### src/rtl/a8pb_pkg.sv
package a8pb_pkg;

   // Register indexes on the configuration port.
   localparam logic REG_BLEND_MODE   = 1'b0;
   localparam logic REG_SOURCE_ALPHA = 1'b1;

   // Blend modes.
   localparam logic [1:0] MODE_SRC_OVER = 2'd0;
   localparam logic [1:0] MODE_SRC_COPY = 2'd1;
   localparam logic [1:0] MODE_COVERAGE = 2'd2;

   localparam logic [1:0] BLEND_MODE_RESET   = MODE_SRC_OVER;
   localparam logic [7:0] SOURCE_ALPHA_RESET = 8'd255;

   // Per-item operation, decided when the item enters the pipeline.
   localparam logic [2:0] OP_PASS      = 3'd0;  // destination untouched
   localparam logic [2:0] OP_COVERAGE  = 3'd1;  // write the coverage byte
   localparam logic [2:0] OP_MASK_OVER = 3'd2;  // lerp toward source-over
   localparam logic [2:0] OP_RUN_OVER  = 3'd3;  // source-over with folded coverage
   localparam logic [2:0] OP_COPY      = 3'd4;  // lerp toward the source alpha

   localparam logic [7:0] FULL = 8'd255;

   typedef struct packed {
      logic [2:0]  op;
      logic [7:0]  dst;
      logic [7:0]  cov;
      logic [7:0]  src;
      logic [15:0] prod_a;   // (255 - src) * dst
      logic [15:0] prod_b;   // src * cov
   } s1_type;

   typedef struct packed {
      logic [2:0] op;
      logic [7:0] dst;
      logic [7:0] cov;
      logic [7:0] src;
      logic [7:0] over;      // srcover(src, dst)
      logic [7:0] scaled;    // div255(src * cov)
   } s2_type;

   typedef struct packed {
      logic        bypass_sel;
      logic [7:0]  bypass;
      logic [15:0] prod_p;
      logic [15:0] prod_q;
      logic [7:0]  addend;
   } s3_type;

   function automatic logic [15:0] mul8(input logic [7:0] a, input logic [7:0] b);
      return 16'(a) * 16'(b);
   endfunction

   // ((p + 128) * 257) >> 16, kept to eight bits; the multiply is a shift and add.
   function automatic logic [7:0] div255(input logic [15:0] p);
      logic [16:0] q;
      logic [25:0] w;
      q = {1'b0, p} + 17'd128;
      w = {1'b0, q, 8'd0} + {9'd0, q};
      return w[23:16];
   endfunction

endpackage

### src/rtl/alpha8_pixel_blend.sv
// Channel   Direction  Handshake          Payload
// req       in         req_valid/stall    dst_value, coverage, from_mask
// rsp       out        rsp_valid/stall    result_value
// csr       in         csr_write_enable   csr_index, csr_write_data
//
// One item is accepted every cycle while req_stall is low. Four register stages (multiply,
// fold, multiply, round) lie between the ports; a result is presented from the round stage.
// Reset is synchronous and active high; it empties the pipeline and restores the registers.
// Each stage holds while the one after it is full and blocked, so bubbles close up and
// req_stall rises only when all four stages are full and rsp_stall is high.
module alpha8_pixel_blend (
   input  logic       clock,
   input  logic       reset,
   input  logic       req_valid,
   output logic       req_stall,
   input  logic [7:0] req_dst_value,
   input  logic [7:0] req_coverage,
   input  logic       req_from_mask,
   output logic       rsp_valid,
   input  logic       rsp_stall,
   output logic [7:0] rsp_result_value,
   input  logic       csr_write_enable,
   input  logic       csr_index,
   input  logic [7:0] csr_write_data
);

   logic [1:0] blend_mode_ff;
   logic [1:0] blend_mode_in;
   logic [7:0] source_alpha_ff;
   logic [7:0] source_alpha_in;

   logic v1_ff, v2_ff, v3_ff, v4_ff;
   logic v1_in, v2_in, v3_in, v4_in;
   logic ready1, ready2, ready3, ready4;

   a8pb_pkg::s1_type s1;
   a8pb_pkg::s2_type s2;
   a8pb_pkg::s3_type s3;

   // Configuration registers. The user must see that they are only written while no item is in
   // flight, so the stages may read them directly; the block itself does not enforce this.
   always_comb begin
      blend_mode_in   = blend_mode_ff;
      source_alpha_in = source_alpha_ff;
      if (csr_write_enable) begin
         case (csr_index)
            a8pb_pkg::REG_BLEND_MODE: begin
               blend_mode_in = csr_write_data[1:0];
            end
            a8pb_pkg::REG_SOURCE_ALPHA: begin
               source_alpha_in = csr_write_data;
            end
            default: begin
               blend_mode_in = blend_mode_ff;
            end
         endcase
      end
   end

   // A stage may load when it is empty or when its contents move on in the same cycle.
   always_comb begin
      ready4 = !v4_ff || !rsp_stall;
      ready3 = !v3_ff || ready4;
      ready2 = !v2_ff || ready3;
      ready1 = !v1_ff || ready2;
      v1_in  = ready1 ? req_valid : v1_ff;
      v2_in  = ready2 ? v1_ff : v2_ff;
      v3_in  = ready3 ? v2_ff : v3_ff;
      v4_in  = ready4 ? v3_ff : v4_ff;
   end

   always_ff @(posedge clock) begin
      if (reset) begin
         blend_mode_ff   <= a8pb_pkg::BLEND_MODE_RESET;
         source_alpha_ff <= a8pb_pkg::SOURCE_ALPHA_RESET;
         v1_ff           <= 1'b0;
         v2_ff           <= 1'b0;
         v3_ff           <= 1'b0;
         v4_ff           <= 1'b0;
      end else begin
         blend_mode_ff   <= blend_mode_in;
         source_alpha_ff <= source_alpha_in;
         v1_ff           <= v1_in;
         v2_ff           <= v2_in;
         v3_ff           <= v3_in;
         v4_ff           <= v4_in;
      end
   end

   assign req_stall = !ready1;
   assign rsp_valid = v4_ff;

   // Stage one decodes the operation and forms the two source products.
   a8pb_decode_mul u_decode_mul (
      .clock        (clock),
      .load         (ready1),
      .blend_mode   (blend_mode_ff),
      .source_alpha (source_alpha_ff),
      .dst_value    (req_dst_value),
      .coverage     (req_coverage),
      .from_mask    (req_from_mask),
      .s1           (s1)
   );

   // Stage two rounds them into the source-over value and the coverage-scaled source.
   a8pb_fold u_fold (
      .clock (clock),
      .load  (ready2),
      .s1    (s1),
      .s2    (s2)
   );

   // Stage three forms the weighted products of the final lerp.
   a8pb_lerp_mul u_lerp_mul (
      .clock (clock),
      .load  (ready3),
      .s2    (s2),
      .s3    (s3)
   );

   // Stage four sums, rounds and holds the result for the consumer.
   a8pb_round u_round (
      .clock        (clock),
      .load         (ready4),
      .s3           (s3),
      .result_value (rsp_result_value)
   );

   // The input only stalls when every stage is occupied and the output is blocked.
   a_stall_only_when_full : assert property (@(posedge clock) disable iff (reset)
      req_stall |-> (v1_ff && v2_ff && v3_ff && v4_ff && rsp_stall))
      else $error("input stalled with room in the pipeline");

   // An item never waits in stage three in front of an empty output stage.
   a_stage3_moves : assert property (@(posedge clock) disable iff (reset)
      (v3_ff && !v4_ff) |=> v4_ff)
      else $error("item lost or held between stage three and the output");

   // An item never waits in stage two in front of an empty stage three.
   a_stage2_moves : assert property (@(posedge clock) disable iff (reset)
      (v2_ff && !v3_ff) |=> v3_ff)
      else $error("item lost or held between stage two and stage three");

endmodule

### src/rtl/a8pb_decode_mul.sv
module a8pb_decode_mul (
   input  logic              clock,
   input  logic              load,
   input  logic [1:0]        blend_mode,
   input  logic [7:0]        source_alpha,
   input  logic [7:0]        dst_value,
   input  logic [7:0]        coverage,
   input  logic              from_mask,
   output a8pb_pkg::s1_type  s1
);

   a8pb_pkg::s1_type s1_in;
   a8pb_pkg::s1_type s1_ff;
   logic             touched;

   always_comb begin
      touched = from_mask || (coverage != 8'd0);
      s1_in.dst    = dst_value;
      s1_in.cov    = coverage;
      s1_in.src    = source_alpha;
      s1_in.prod_a = a8pb_pkg::mul8(a8pb_pkg::FULL - source_alpha, dst_value);
      s1_in.prod_b = a8pb_pkg::mul8(source_alpha, coverage);
      case (blend_mode)
         a8pb_pkg::MODE_COVERAGE: begin
            s1_in.op = touched ? a8pb_pkg::OP_COVERAGE : a8pb_pkg::OP_PASS;
         end
         a8pb_pkg::MODE_SRC_OVER: begin
            if (from_mask) begin
               s1_in.op = a8pb_pkg::OP_MASK_OVER;
            end else if (coverage != 8'd0) begin
               s1_in.op = a8pb_pkg::OP_RUN_OVER;
            end else begin
               s1_in.op = a8pb_pkg::OP_PASS;
            end
         end
         a8pb_pkg::MODE_SRC_COPY: begin
            s1_in.op = touched ? a8pb_pkg::OP_COPY : a8pb_pkg::OP_PASS;
         end
         default: begin
            s1_in.op = a8pb_pkg::OP_PASS;
         end
      endcase
   end

   always_ff @(posedge clock) begin
      if (load) begin
         s1_ff <= s1_in;
      end
   end

   assign s1 = s1_ff;

endmodule

### src/rtl/a8pb_fold.sv
module a8pb_fold (
   input  logic              clock,
   input  logic              load,
   input  a8pb_pkg::s1_type  s1,
   output a8pb_pkg::s2_type  s2
);

   a8pb_pkg::s2_type s2_in;
   a8pb_pkg::s2_type s2_ff;
   logic [8:0]       over_sum;

   always_comb begin
      over_sum = {1'b0, s1.src} + {1'b0, a8pb_pkg::div255(s1.prod_a)};
      s2_in.op     = s1.op;
      s2_in.dst    = s1.dst;
      s2_in.cov    = s1.cov;
      s2_in.src    = s1.src;
      s2_in.over   = over_sum[7:0];
      s2_in.scaled = a8pb_pkg::div255(s1.prod_b);
   end

   always_ff @(posedge clock) begin
      if (load) begin
         s2_ff <= s2_in;
      end
   end

   assign s2 = s2_ff;

endmodule

### src/rtl/a8pb_lerp_mul.sv
module a8pb_lerp_mul (
   input  logic              clock,
   input  logic              load,
   input  a8pb_pkg::s2_type  s2,
   output a8pb_pkg::s3_type  s3
);

   a8pb_pkg::s3_type s3_in;
   a8pb_pkg::s3_type s3_ff;
   logic [7:0]       weight_d;
   logic [7:0]       weight_k;
   logic [7:0]       other;

   // Every blending case is weight_d * dst + weight_k * other, plus an addend.
   always_comb begin
      weight_d          = a8pb_pkg::FULL - s2.cov;
      weight_k          = s2.cov;
      other             = 8'd0;
      s3_in.addend      = 8'd0;
      s3_in.bypass_sel  = 1'b0;
      s3_in.bypass      = s2.dst;
      case (s2.op)
         a8pb_pkg::OP_MASK_OVER: begin
            other = s2.over;
         end
         a8pb_pkg::OP_COPY: begin
            other = s2.src;
         end
         a8pb_pkg::OP_RUN_OVER: begin
            weight_d     = a8pb_pkg::FULL - s2.scaled;
            weight_k     = 8'd0;
            s3_in.addend = s2.scaled;
         end
         a8pb_pkg::OP_COVERAGE: begin
            s3_in.bypass_sel = 1'b1;
            s3_in.bypass     = s2.cov;
         end
         default: begin
            s3_in.bypass_sel = 1'b1;
         end
      endcase
      s3_in.prod_p = a8pb_pkg::mul8(weight_d, s2.dst);
      s3_in.prod_q = a8pb_pkg::mul8(weight_k, other);
   end

   always_ff @(posedge clock) begin
      if (load) begin
         s3_ff <= s3_in;
      end
   end

   assign s3 = s3_ff;

endmodule

### src/rtl/a8pb_round.sv
module a8pb_round (
   input  logic              clock,
   input  logic              load,
   input  a8pb_pkg::s3_type  s3,
   output logic [7:0]        result_value
);

   logic [16:0] sum;
   logic [8:0]  total;
   logic [7:0]  result_in;
   logic [7:0]  result_ff;

   // The two products never exceed 255 * 255 together, so sixteen bits hold the sum.
   always_comb begin
      sum   = {1'b0, s3.prod_p} + {1'b0, s3.prod_q};
      total = {1'b0, a8pb_pkg::div255(sum[15:0])} + {1'b0, s3.addend};
      result_in = s3.bypass_sel ? s3.bypass : total[7:0];
   end

   always_ff @(posedge clock) begin
      if (load) begin
         result_ff <= result_in;
      end
   end

   assign result_value = result_ff;

endmodule
### config.mk
export PLATFORM = sky130hd
export DESIGN_NAME = alpha8_pixel_blend
export DESIGN_NICKNAME = d
export VERILOG_FILES = /design/src/rtl/a8pb_pkg.sv /design/src/rtl/alpha8_pixel_blend.sv /design/src/rtl/a8pb_decode_mul.sv /design/src/rtl/a8pb_fold.sv /design/src/rtl/a8pb_lerp_mul.sv /design/src/rtl/a8pb_round.sv
export SDC_FILE = /design/constraint.sdc
export NUM_CORES = 1
export LEC_CHECK = 0
export ABC_AREA = 0
export CELL_PAD_IN_SITES_DETAIL_PLACEMENT = 1
export CELL_PAD_IN_SITES_GLOBAL_PLACEMENT = 2
export CORE_AREA = 2 2 221 168
export DETAILED_ROUTE_END_ITERATION = 7
export DIE_AREA = 0 0 223 170
export DONT_BUFFER_PORTS = 1
export GPL_TIMING_DRIVEN = 0
export HOLD_SLACK_MARGIN = 0.15
export PLACE_DENSITY_LB_ADDON = 0.3
export SYNTH_ARGS = -nofsm -noshare
export SYNTH_HDL_FRONTEND = slang
export SYNTH_SLANG_ARGS = --single-unit
### constraint.sdc
create_clock -name clock -period 11.5 [get_ports clock]
set_input_delay 2.3 -clock clock [delete_from_list [all_inputs] [get_ports clock]]
set_output_delay 2.3 -clock clock [all_outputs]
set_load 0.01 [all_outputs]
Word level (Yosys, flattened, before mapping)
Index checks and enable logic that the tools add are counted.

operators by class
  multiply operators = 4
  multiplexer cells = 11
  reductions and logical operators = 16
  equal/unequal tests = 6
  $lt $le $gt $ge = 0
  div/mod/pow operators = 0
  bitwise operators = 1
  shift operators = 0
  add/sub/neg operators = 12

operators by type and width
  kind                   number
  $add 24x17->24         3
  $mul 8x8->16           4
  $add 16x8->17 const B  3
  $mux 8                 4
  $sub 8x8->8 const A    3
  $add 16x16->16         1
  $add 8x8->8            2
  $pmux 8 s2             1
  $pmux 3 s3             1
  $reduce_bool 8->1      1
  $eq 3x2->1 const B     2
  $logic_not 1->1        6
  $mux 3                 2
  $logic_or 1x1->1       5
  $reduce_and 2->1       2
  $eq 3x1->1 const B     1
  $eq 3x3->1 const B     1
  $reduce_or 3->1        1
  $eq 2x1->1 const B     1
  $eq 2x2->1 const B     1
  $logic_not 2->1        1
  $mux 1                 2
  $mux 2                 1
  $not 1->1              1

word-level totals
  RAM bits = 0
  input bits = 31
  bits in latches = 0
  logic and storage cells = 74
  bits in read-only memories = 0
  memories kept = 0
  register bits = 173
  output and inout port bits = 10

Depth between registers and ports, before layout
Gate-level depths: netlist of the first run.

  depth after elaboration = 6
  gate-level depth with buffers = 33
  depth with buffers taken out = 32

Cells and area by module
Synthesis of the first run repeated with hierarchy kept, for this count alone.

second synthesis, totals
  cells, all modules = 1746
  area, all modules = 17534.3 µm²

by module, submodules not included
  module              sequential area each (µm²)  times used  area each (µm²)  cells each
  a8pb_decode_mul     1771.7                      1           6232.2           590
  a8pb_lerp_mul       1471.4                      1           6059.6           623
  a8pb_fold           1291.2                      1           2502.4           209
  a8pb_round          240.2                       1           2220.9           273
  alpha8_pixel_blend  280.3                       1           519.2            51

Least setup slack after synthesis of the first run
Ideal clock, no wire load.

  path kind = input -> output
  from = input rsp_stall
  to = output req_stall
  path slack = 4.820 ns
  cell stages on the path = 3
  data arrival time = 4.380 ns
  buffers on the path = 0
  required time = 9.200 ns
  cell sequence = and3_1 nand3_1 inv_1

on the way
  longest elaborated chain between the ends = 6

ends and longest elaborated chain
  element             line                      RTL
  start: declaration  alpha8_pixel_blend.sv:20  input logic rsp_stall,
  $logic_not 1->1     alpha8_pixel_blend.sv:62  ready4 = !v4_ff || !rsp_stall;
  $logic_or 1x1->1    alpha8_pixel_blend.sv:62
  $logic_or 1x1->1    alpha8_pixel_blend.sv:63  ready3 = !v3_ff || ready4;
  $logic_or 1x1->1    alpha8_pixel_blend.sv:64  ready2 = !v2_ff || ready3;
  $logic_or 1x1->1    alpha8_pixel_blend.sv:65  ready1 = !v1_ff || ready2;
  $logic_not 1->1     alpha8_pixel_blend.sv:90  assign req_stall = !ready1;
  end: declaration    alpha8_pixel_blend.sv:15  output logic req_stall,

Every way passes these cells.

Final worst setup path of the first run
  from = register u_lerp_mul.s3_ff, in the netlist u_lerp_mul.s3[8]
  to = register u_round.result_ff[7], in the netlist u_round.result_value[7], data pin

on the way
  longest elaborated chain between the ends = 5

ends and longest elaborated chain
  element                   line                 RTL
  start: declaration        a8pb_lerp_mul.sv:9   a8pb_pkg::s3_type s3_ff;
  start signal: assignment  a8pb_lerp_mul.sv:48  s3_ff <= s3_in;
  $add 16x16->16            a8pb_round.sv:15     sum = {1'b0, s3.prod_p} + {1'b0, s3.prod_q};
  $add 16x8->17             a8pb_pkg.sv:58       q = {1'b0, p} + 17'd128;
  $add 24x17->24            a8pb_pkg.sv:59       w = {1'b0, q, 8'd0} + {9'd0, q};
  $add 8x8->8               a8pb_round.sv:16     total = {1'b0, a8pb_pkg::div255(sum[15:0])} + {1'b0, s3.addend};
  $mux 8                    a8pb_round.sv:17     result_in = s3.bypass_sel ? s3.bypass : total[7:0];
  net u_round.result_in[7]  a8pb_round.sv:10     logic [7:0] result_in;
  end signal: assignment    a8pb_round.sv:22     result_ff <= result_in;
  end: declaration          a8pb_round.sv:11     logic [7:0] result_ff;

The timed path passes the listed nets, and every way through them passes these cells.
A chain may end at the register's enable or synchronous reset.

==> out/metrics.cfg, run 1 <==
[run_status]
status = completed

[global_routing]
grt_usage_pct = 23.4
grt_overflow = 0
antenna_found_initial = 0
grt_pass1_wl_mm = 68.3
grt_max_degree = 62
grt_pass1_vias = 12448

[critical_path]
cpMostUsedCell = ha_1
slowest_delay_ns = 0.56
crit_path_start_kind = flop
cp_slowest_cell = xnor2_1
path_max_fanout = 10
reg2reg_slack_ns = 4.06
required_ns = 11.71
crit_path_end_kind = flop
cp.arrival_ns = 7.64
crit_type = flop to flop

[logic_synthesis]
ys_warn_count = 0
synth_cells = 1618
synthesis.area_mm2 = 0.0166
synth_compound_area_share_pct = 8.65
synth_top_family_by_area = adder cells
avgSynthCellArea_um2 = 10.3
ys.flop_type = edfxtp_1
yosys-top-cells-count = inv_1, ha_1, nand2_1, edfxtp_1, fa_1
async_flop_share_pct = 0
synth_seq_cells = 173
synth_fa_ha_area_share_pct = 32.4
yosys.area_share.simple_pct = 15.6
synth_nets = 1991
synth_top_cell_by_area = edfxtp_1
ys_seq_area_share_pct = 30.4
synthXorXnorAreaFrac_pct = 6.09
synth_mux_area_share_pct = 1.13
synth_area_leaders = edfxtp_1, fa_1, ha_1
synth_top_area_share_pct = 28.7
synth-edff-count = 159
synth_most_common_cell = inv_1
ys_types = 83

[sta]
fin_crit_sh_pct = 64.7
relSlewSlack_pct = 12.5
drv_slew = 0
finalSetupViolations = 0
hold_ws_ns = 0.423
post-route-min-period_ns = 7.44
worst_pin_slew_ns = 1.30
fmax_mhz = 134
finalClockSkew_ns = 0.0102
tns_ns = 0
rsz0062_at_grt = false
final_hold_viol_count = 0

[detailed_routing]
via_per_inst = 5.41
top_layer = met4
met1_length_mm = 20.6
drc = 0
wl_per_cell_um = 19.9
wl_met3_mm = 1.86
final_antenna_net_count = 0
dr.pass1.iters = 5
routed_wl_mm = 42.2
vias = 11461
wl_met2_mm = 19.0
drtIter0Drc = 685

[power]
irDropWorstVdd_v = 0.000236
power_mw = 5.70
p_leak_nw = 8.18
powerDensity_mw_per_mm2 = 319

[clock_network]
cts_htree_levels = 4
cts_tree = built
ctsHoldBuffers = 0
cts_root_buffer = clkbuf_16
clock_path_buffers = 2
cts_resized = 0
cts_buffers = 17
cts.sinks = 173
post_cts_buffers = 0
insertion_delay_ns = 0.46
cts.clk_slew.worst_paths_ns = 0.08

[finish]
drive_above_1_share_pct = 5.08
finish.utilization_pct = 50.1
fillers = 3945
final_area_mm2 = 0.0179
finalNetCount = 2012
antenna_cells = 0
areaGrowthSynthToFinish_pct = 7.44

[die]
num_rows = 60
die_x_um = 223
num_io_pins = 41
start_util_pct = 46.6
dieArea_mm2 = 0.0379
die_h_um = 170
coreArea_mm2 = 0.0357

[run]
drv_cap = 0

[placed_design]
place.gp.congestion = 0.827
placed_area_mm2 = 0.0173
hpwl_mm = 34.1
portBuffers = 0

[hold_path]
hold_class = flop to flop

-- cells by family after synthesis --
family / Yosys count
fa+ha+maj: 342
xor+xnor: 110
mux: 17
compound gates: 211
flops: 173
buf+inv: 252
simple gates: 513
-- cell usage in the layout (no fill, tap or decap), types with 24 or more instances in the layout --
cell type and instances:
xor2_1 31, fa_1 147, o21ai_0 38, a21oi_1 65
nand2b_1 46, nand2_1 159, clkbuf_1 24, and2_1 90
edfxtp_1 159, xnor2_1 75, inv_1 219, nor2b_1 44
ha_1 195, nor2_1 86
-- stage by stage --
step	std cells	setup WS (ns)
final	2117	4.06
after global routing	2117	3.52
after CTS	2117	4.08
after detailed placement	2085	4.12
after global placement	2083	3.83
after floorplan	1618	4.82
-- where the power goes --
group / internal, mW / switching [mW] / leakage [nW] / total, mW
Combinational: 1.65 / 2.33 / 6.07 / 3.98
Clock: 0.293 / 0.296 / 0.290 / 0.590
Sequential: 1.01 / 0.118 / 1.82 / 1.13
Total: 2.95 / 2.75 / 8.18 / 5.70
-- critical path: cells and delay by family, from the launching register on --
kind	cells	cell delay (ns)
AOI/OAI and AO/OA	11	2.23
xor gates and xnor gates	4	1.34
adders and majority gates	5	1.48
buffers and inverters	2	0.33
DFF	1	0.36
muxes	1	0.28
and+or+nand+nor	9	1.17
-- per-layer routing --
layer | GRT usage (%) | vias up
met3 | 3.80 | 37
met4 | 5.98 | 0
met1 | 32.8 | 5779
met5 | 0 | -
met2 | 38.1 | 202
li1 | - | 5443
-- registers in the layout, summed over array words and instances, names as in the netlist --
name                  count
u_decode_mul.s1          59
u_lerp_mul.s3            49
u_fold.s2                43
source_alpha_ff           8
u_round.result_value      8
blend_mode_ff             2
rsp_valid                 1
v1_ff                     1
v2_ff                     1
v3_ff                     1
-- final timing paths --
check                                         start                      end  cells after the start
worst max register to register     u_lerp_mul.s3[8]  u_round.result_value[7]                     32
worst min-delay path            u_decode_mul.s1[43]            u_fold.s2[27]                      0
worst min register to register  u_decode_mul.s1[43]            u_fold.s2[27]                      0
worst max-delay path               u_lerp_mul.s3[8]  u_round.result_value[7]                     32
-- final cells by class --
class	instances	area [µm²]	share of cell area, %
Multi-Input combinational cell	1193	10600	59.5
Sequential cell	173	5050	28.3
Inverter	221	830	4.64
Tap cell	465	582	3.26
Clock buffer	17	425	2.38
Clock inverter	15	175	0.981
Buffer	31	130	0.728
Timing Repair Buffer	2	40.0	0.224
(Power assumes the default switching activity.)
==> run 2: changes to the inputs <==
--- a/config.mk
+++ b/config.mk
@@ -5,12 +5,12 @@
 export SDC_FILE = /design/constraint.sdc
 export NUM_CORES = 1
 export LEC_CHECK = 0
-export ABC_AREA = 0
+export ABC_AREA = 1
 export CELL_PAD_IN_SITES_DETAIL_PLACEMENT = 1
 export CELL_PAD_IN_SITES_GLOBAL_PLACEMENT = 2
-export CORE_AREA = 2 2 221 168
+export CORE_AREA = 2 2 235 179
 export DETAILED_ROUTE_END_ITERATION = 7
-export DIE_AREA = 0 0 223 170
+export DIE_AREA = 0 0 237 181
 export DONT_BUFFER_PORTS = 1
 export GPL_TIMING_DRIVEN = 0
 export HOLD_SLACK_MARGIN = 0.15
==> constraint.sdc (replaced) <==
create_clock -name clock -period 7.4 [get_ports clock]
set_input_delay 1.48 -clock clock [delete_from_list [all_inputs] [get_ports clock]]
set_output_delay 1.48 -clock clock [all_outputs]
set_load 0.01 [all_outputs]
==> run 2 against run 1 <==
Against the previous run: setup slack got worse by 3.5 ns; critical path depth decreased by 5; register-to-register slack got worse by 3.5 ns; final cell count increased by 17%; via count increased by 8.1%; clock power increased by 62%; sequential share of layout area decreased by 0.56 points; design area increased by 2.0%; clock skew increased by 0.0026 ns; highest routed layer unchanged.
==> out/metrics.cfg, run 2 <==
[run_status]
status = completed

[run]
drv_cap = 0  ; unchanged

[sta]
post-route-min-period_ns = 6.87  ; -0.572 ns
worst_pin_slew_ns = 1.18  ; -0.119 ns
finalClockSkew_ns = 0.0129  ; +0.00265 ns
fmax_mhz = 146  ; +8.3%
fin_crit_sh_pct = 92.8  ; +28 points
drv_slew = 0  ; unchanged
final_hold_viol_count = 0  ; unchanged
hold_ws_ns = 0.420  ; -0.00346 ns
rsz0062_at_grt = false
worst_slack_ns = 0.535  ; -3.53 ns
finalSetupViolations = 0  ; unchanged
relSlewSlack_pct = 20.2  ; +7.7 points

[power]
switching_power_mw = 4.31  ; +57%
powerDensity_mw_per_mm2 = 460  ; +44%
swShare_pct = 51.4  ; +3.2 points
p_leak_nw = 9.38  ; +15%
irDropWorstVdd_v = 0.000224  ; -5.4%
internal-power_mw = 4.07  ; +38%
pwr-share-comb_pct = 68.2  ; -1.6 points
seqPwrFrac_pct = 20.4  ; +0.5 points
pwr-share-clk_pct = 11.4  ; +1.1 points

[die]
coreArea_mm2 = 0.0404  ; +13%
die_x_um = 237  ; +6.3%
num_io_pins = 41  ; unchanged
dieArea_mm2 = 0.0429  ; +13%
num_rows = 64  ; +6.7%
die_h_um = 181  ; +6.5%
start_util_pct = 41.8  ; -4.9 points

[logic_synthesis]
synth_compound_area_share_pct = 5.84  ; -2.8 points
avgSynthCellArea_um2 = 8.80  ; -14%
async_flop_share_pct = 0  ; unchanged
synthesis.area_mm2 = 0.0169  ; +1.6%
synth-edff-count = 159  ; unchanged
ys_seq_area_share_pct = 29.9  ; -0.48 points
synth_most_common_cell = inv_1
synth_area_leaders = edfxtp_1, fa_1, ha_1
ys_warn_count = 0  ; unchanged
synth_fa_ha_area_share_pct = 31.9  ; -0.51 points
synth_top_family_by_area = adder cells
synth_top_cell_by_area = edfxtp_1
yosys-top-cells-count = inv_1, nand2_1, ha_1, nor2_1, edfxtp_1
synth_mux_area_share_pct = 0  ; -1.1 points
synth_nets = 2293  ; +15%
yosys.area_share.simple_pct = 17.8  ; +2.2 points
synthXorXnorAreaFrac_pct = 4.61  ; -1.5 points
synth_top_area_share_pct = 28.3  ; -0.45 points
synth_cells = 1920  ; +19%
ys_types = 47  ; -43%
synth_seq_cells = 173  ; unchanged
ys.flop_type = edfxtp_1

[finish]
fillers = 4745  ; +20%
mostFrequentLayoutCells = inv_1, nand2_1, ha_1
final_area_mm2 = 0.0182  ; +2.0%
finalNetCount = 2315  ; +15%
largest_reg_flops = 59  ; unchanged
final_common_cell = inv_1
antenna_cells = 0  ; unchanged
drive_above_1_share_pct = 6.09  ; +1.0 points
finish.utilization_pct = 45.1  ; -5.0 points
areaGrowthSynthToFinish_pct = 7.91

[hold_path]
hp-start = u_decode_mul.s1[41]
hold_class = flop to flop
min_to = u_fold.s2[25]
hold_path_depth = 0  ; unchanged

[detailed_routing]
drtIter0Drc = 546  ; -20%
drc = 0  ; unchanged
routed_wl_mm = 44.3  ; +5.0%
wl_per_cell_um = 17.8  ; -10%
final_antenna_net_count = 0  ; unchanged
dr.pass1.iters = 5  ; unchanged
via_per_inst = 4.99  ; -7.8%
vias = 12391  ; +8.1%

[placed_design]
place.gp.congestion = 0.872  ; +5.4%
hpwl_mm = 37.5  ; +9.9%
portBuffers = 0  ; unchanged
pre_cts_slack_ns = 0.281  ; -3.84 ns
placed_area_mm2 = 0.0176  ; +2.0%

[critical_path]
required_ns = 7.61  ; -4.10 ns
reg2reg_to = u_lerp_mul.s3[39]
cp.arrival_ns = 7.08  ; -0.56 ns
cpMostUsedCell = inv_1
cp_slowest_cell = nor3_2
r2r_cells = 27  ; -16%
crit_path_start_kind = flop
crit_type = flop to flop
reg2reg_from = u_fold.s2[40]
crit_path_end_kind = flop
slowest_delay_ns = 0.60  ; +0.04 ns
reg2reg_slack_ns = 0.53  ; -3.53 ns
path_max_fanout = 10  ; unchanged

[global_routing]
grt_pass1_wl_mm = 72.7  ; +6.4%
grt_max_degree = 47  ; -24%
antenna_found_initial = 1  ; +1
grt_usage_pct = 21.8  ; -1.6 points
grt_pass1_vias = 13499  ; +8.4%
grt_overflow = 0  ; unchanged

[clock_network]
clock_path_buffers = 2  ; unchanged
ctsHoldBuffers = 0  ; unchanged
post_cts_buffers = 0  ; unchanged
cts_tree = built
cts.sinks = 173  ; unchanged
cts_htree_levels = 4  ; unchanged
cts_buffers = 17  ; unchanged
cts.clk_slew.worst_paths_ns = 0.07  ; about the same
insertion_delay_ns = 0.46  ; about the same
cts_root_buffer = clkbuf_16

run 2: cell types whose count changed in the layout (fill, tap and decap cells not counted), sizes merged, moves of 46 or more:
cell,before,now
nand2,161,392
nand2b,46,0
nor2,87,204
xnor2,75,20
and2,94,2
inv,226,427
run 2: stage by stage:
step	setup TNS, ns	power [mW]	instances
6_report	0	8.39	2483
5_1_grt	0	9.31	2483
4_1_cts	0	8.45	2483
3_5_place_dp	0	7.42	2451
3_3_place_gp	-3.47	7.25	2448
2_1_floorplan	0	5.83	1920
run 2: cells by family after synthesis:
logic type               after synthesis
AO/OA/AOI/OAI                        172
XOR/XNOR                              88
flip-flops                           173
buffers and inverters                447
adder cells (fa/ha/maj)              342
AND/OR/NAND/NOR                      698
run 2: worst max-delay path by stage:
stage | to | startpoint | cells after the start | slack [ns]
after floorplan | u_decode_mul.s1[0] | rsp_stall | 7 | 1.70
final | u_lerp_mul.s3[39] | u_fold.s2[40] | 27 | 0.53
after CTS | u_lerp_mul.s3[39] | u_fold.s2[40] | 27 | 0.25
after global routing | u_round.result_value[7] | u_lerp_mul.s3[24] | 45 | 0.06
after global placement | u_decode_mul.s1[14] | rsp_stall | 7 | -0.07
after detailed placement | u_lerp_mul.s3[39] | u_fold.s2[40] | 27 | 0.28
run 2: what timing repair did:
| action | CTS | global route |
|---|---|---|
| endpoints found under the hold margin | 0 | 0 |
| endpoints found under the setup margin | 0 | 1 |
| resized for setup | 0 | 5 |
run 2: layout make-up:
type	count	area, µm²	share of cell area, %
Clock buffer	17	425	2.33
Tap cell	528	661	3.62
Inverter	426	1600	8.80
Clock inverter	15	190	1.04
Sequential cell	173	5050	27.7
Multi-Input combinational cell	1300	10200	55.7
Buffer	21	78.8	0.432
Timing Repair Buffer	3	60.1	0.330
run 2: power groups by stage:
| stage | registers (mW) | clock network, mW | logic [mW] |
|---|---|---|---|
| 6_report | 1.71 | 0.954 | 5.72 |
| 5_1_grt | 1.74 | 1.01 | 6.56 |
| 4_1_cts | 1.72 | 0.971 | 5.76 |
| 3_5_place_dp | 1.73 | 0 | 5.69 |
| 3_3_place_gp | 1.72 | 0 | 5.53 |
| 2_1_floorplan | 1.64 | 0 | 4.19 |
run 2: layer usage:
layer  wire, µm  GRT usage, %  share of wire (%)
met1      22500          31.3                 51
met2      20100          35.4                 45
met3       1240          3.09                2.8
met4        514          4.35                1.2
met5          0             0                  0
run 2: worst max-delay path: cells and delay by family, from the launching register on:
kind / cells / cell delay [ns]
buffers and inverters: 8 / 1.11
AND/OR/NAND/NOR: 7 / 1.10
XOR/XNOR: 1 / 0.13
adder cells (fa/ha/maj): 5 / 2.29
AO/OA/AOI/OAI: 6 / 1.54
flip-flops: 1 / 0.43
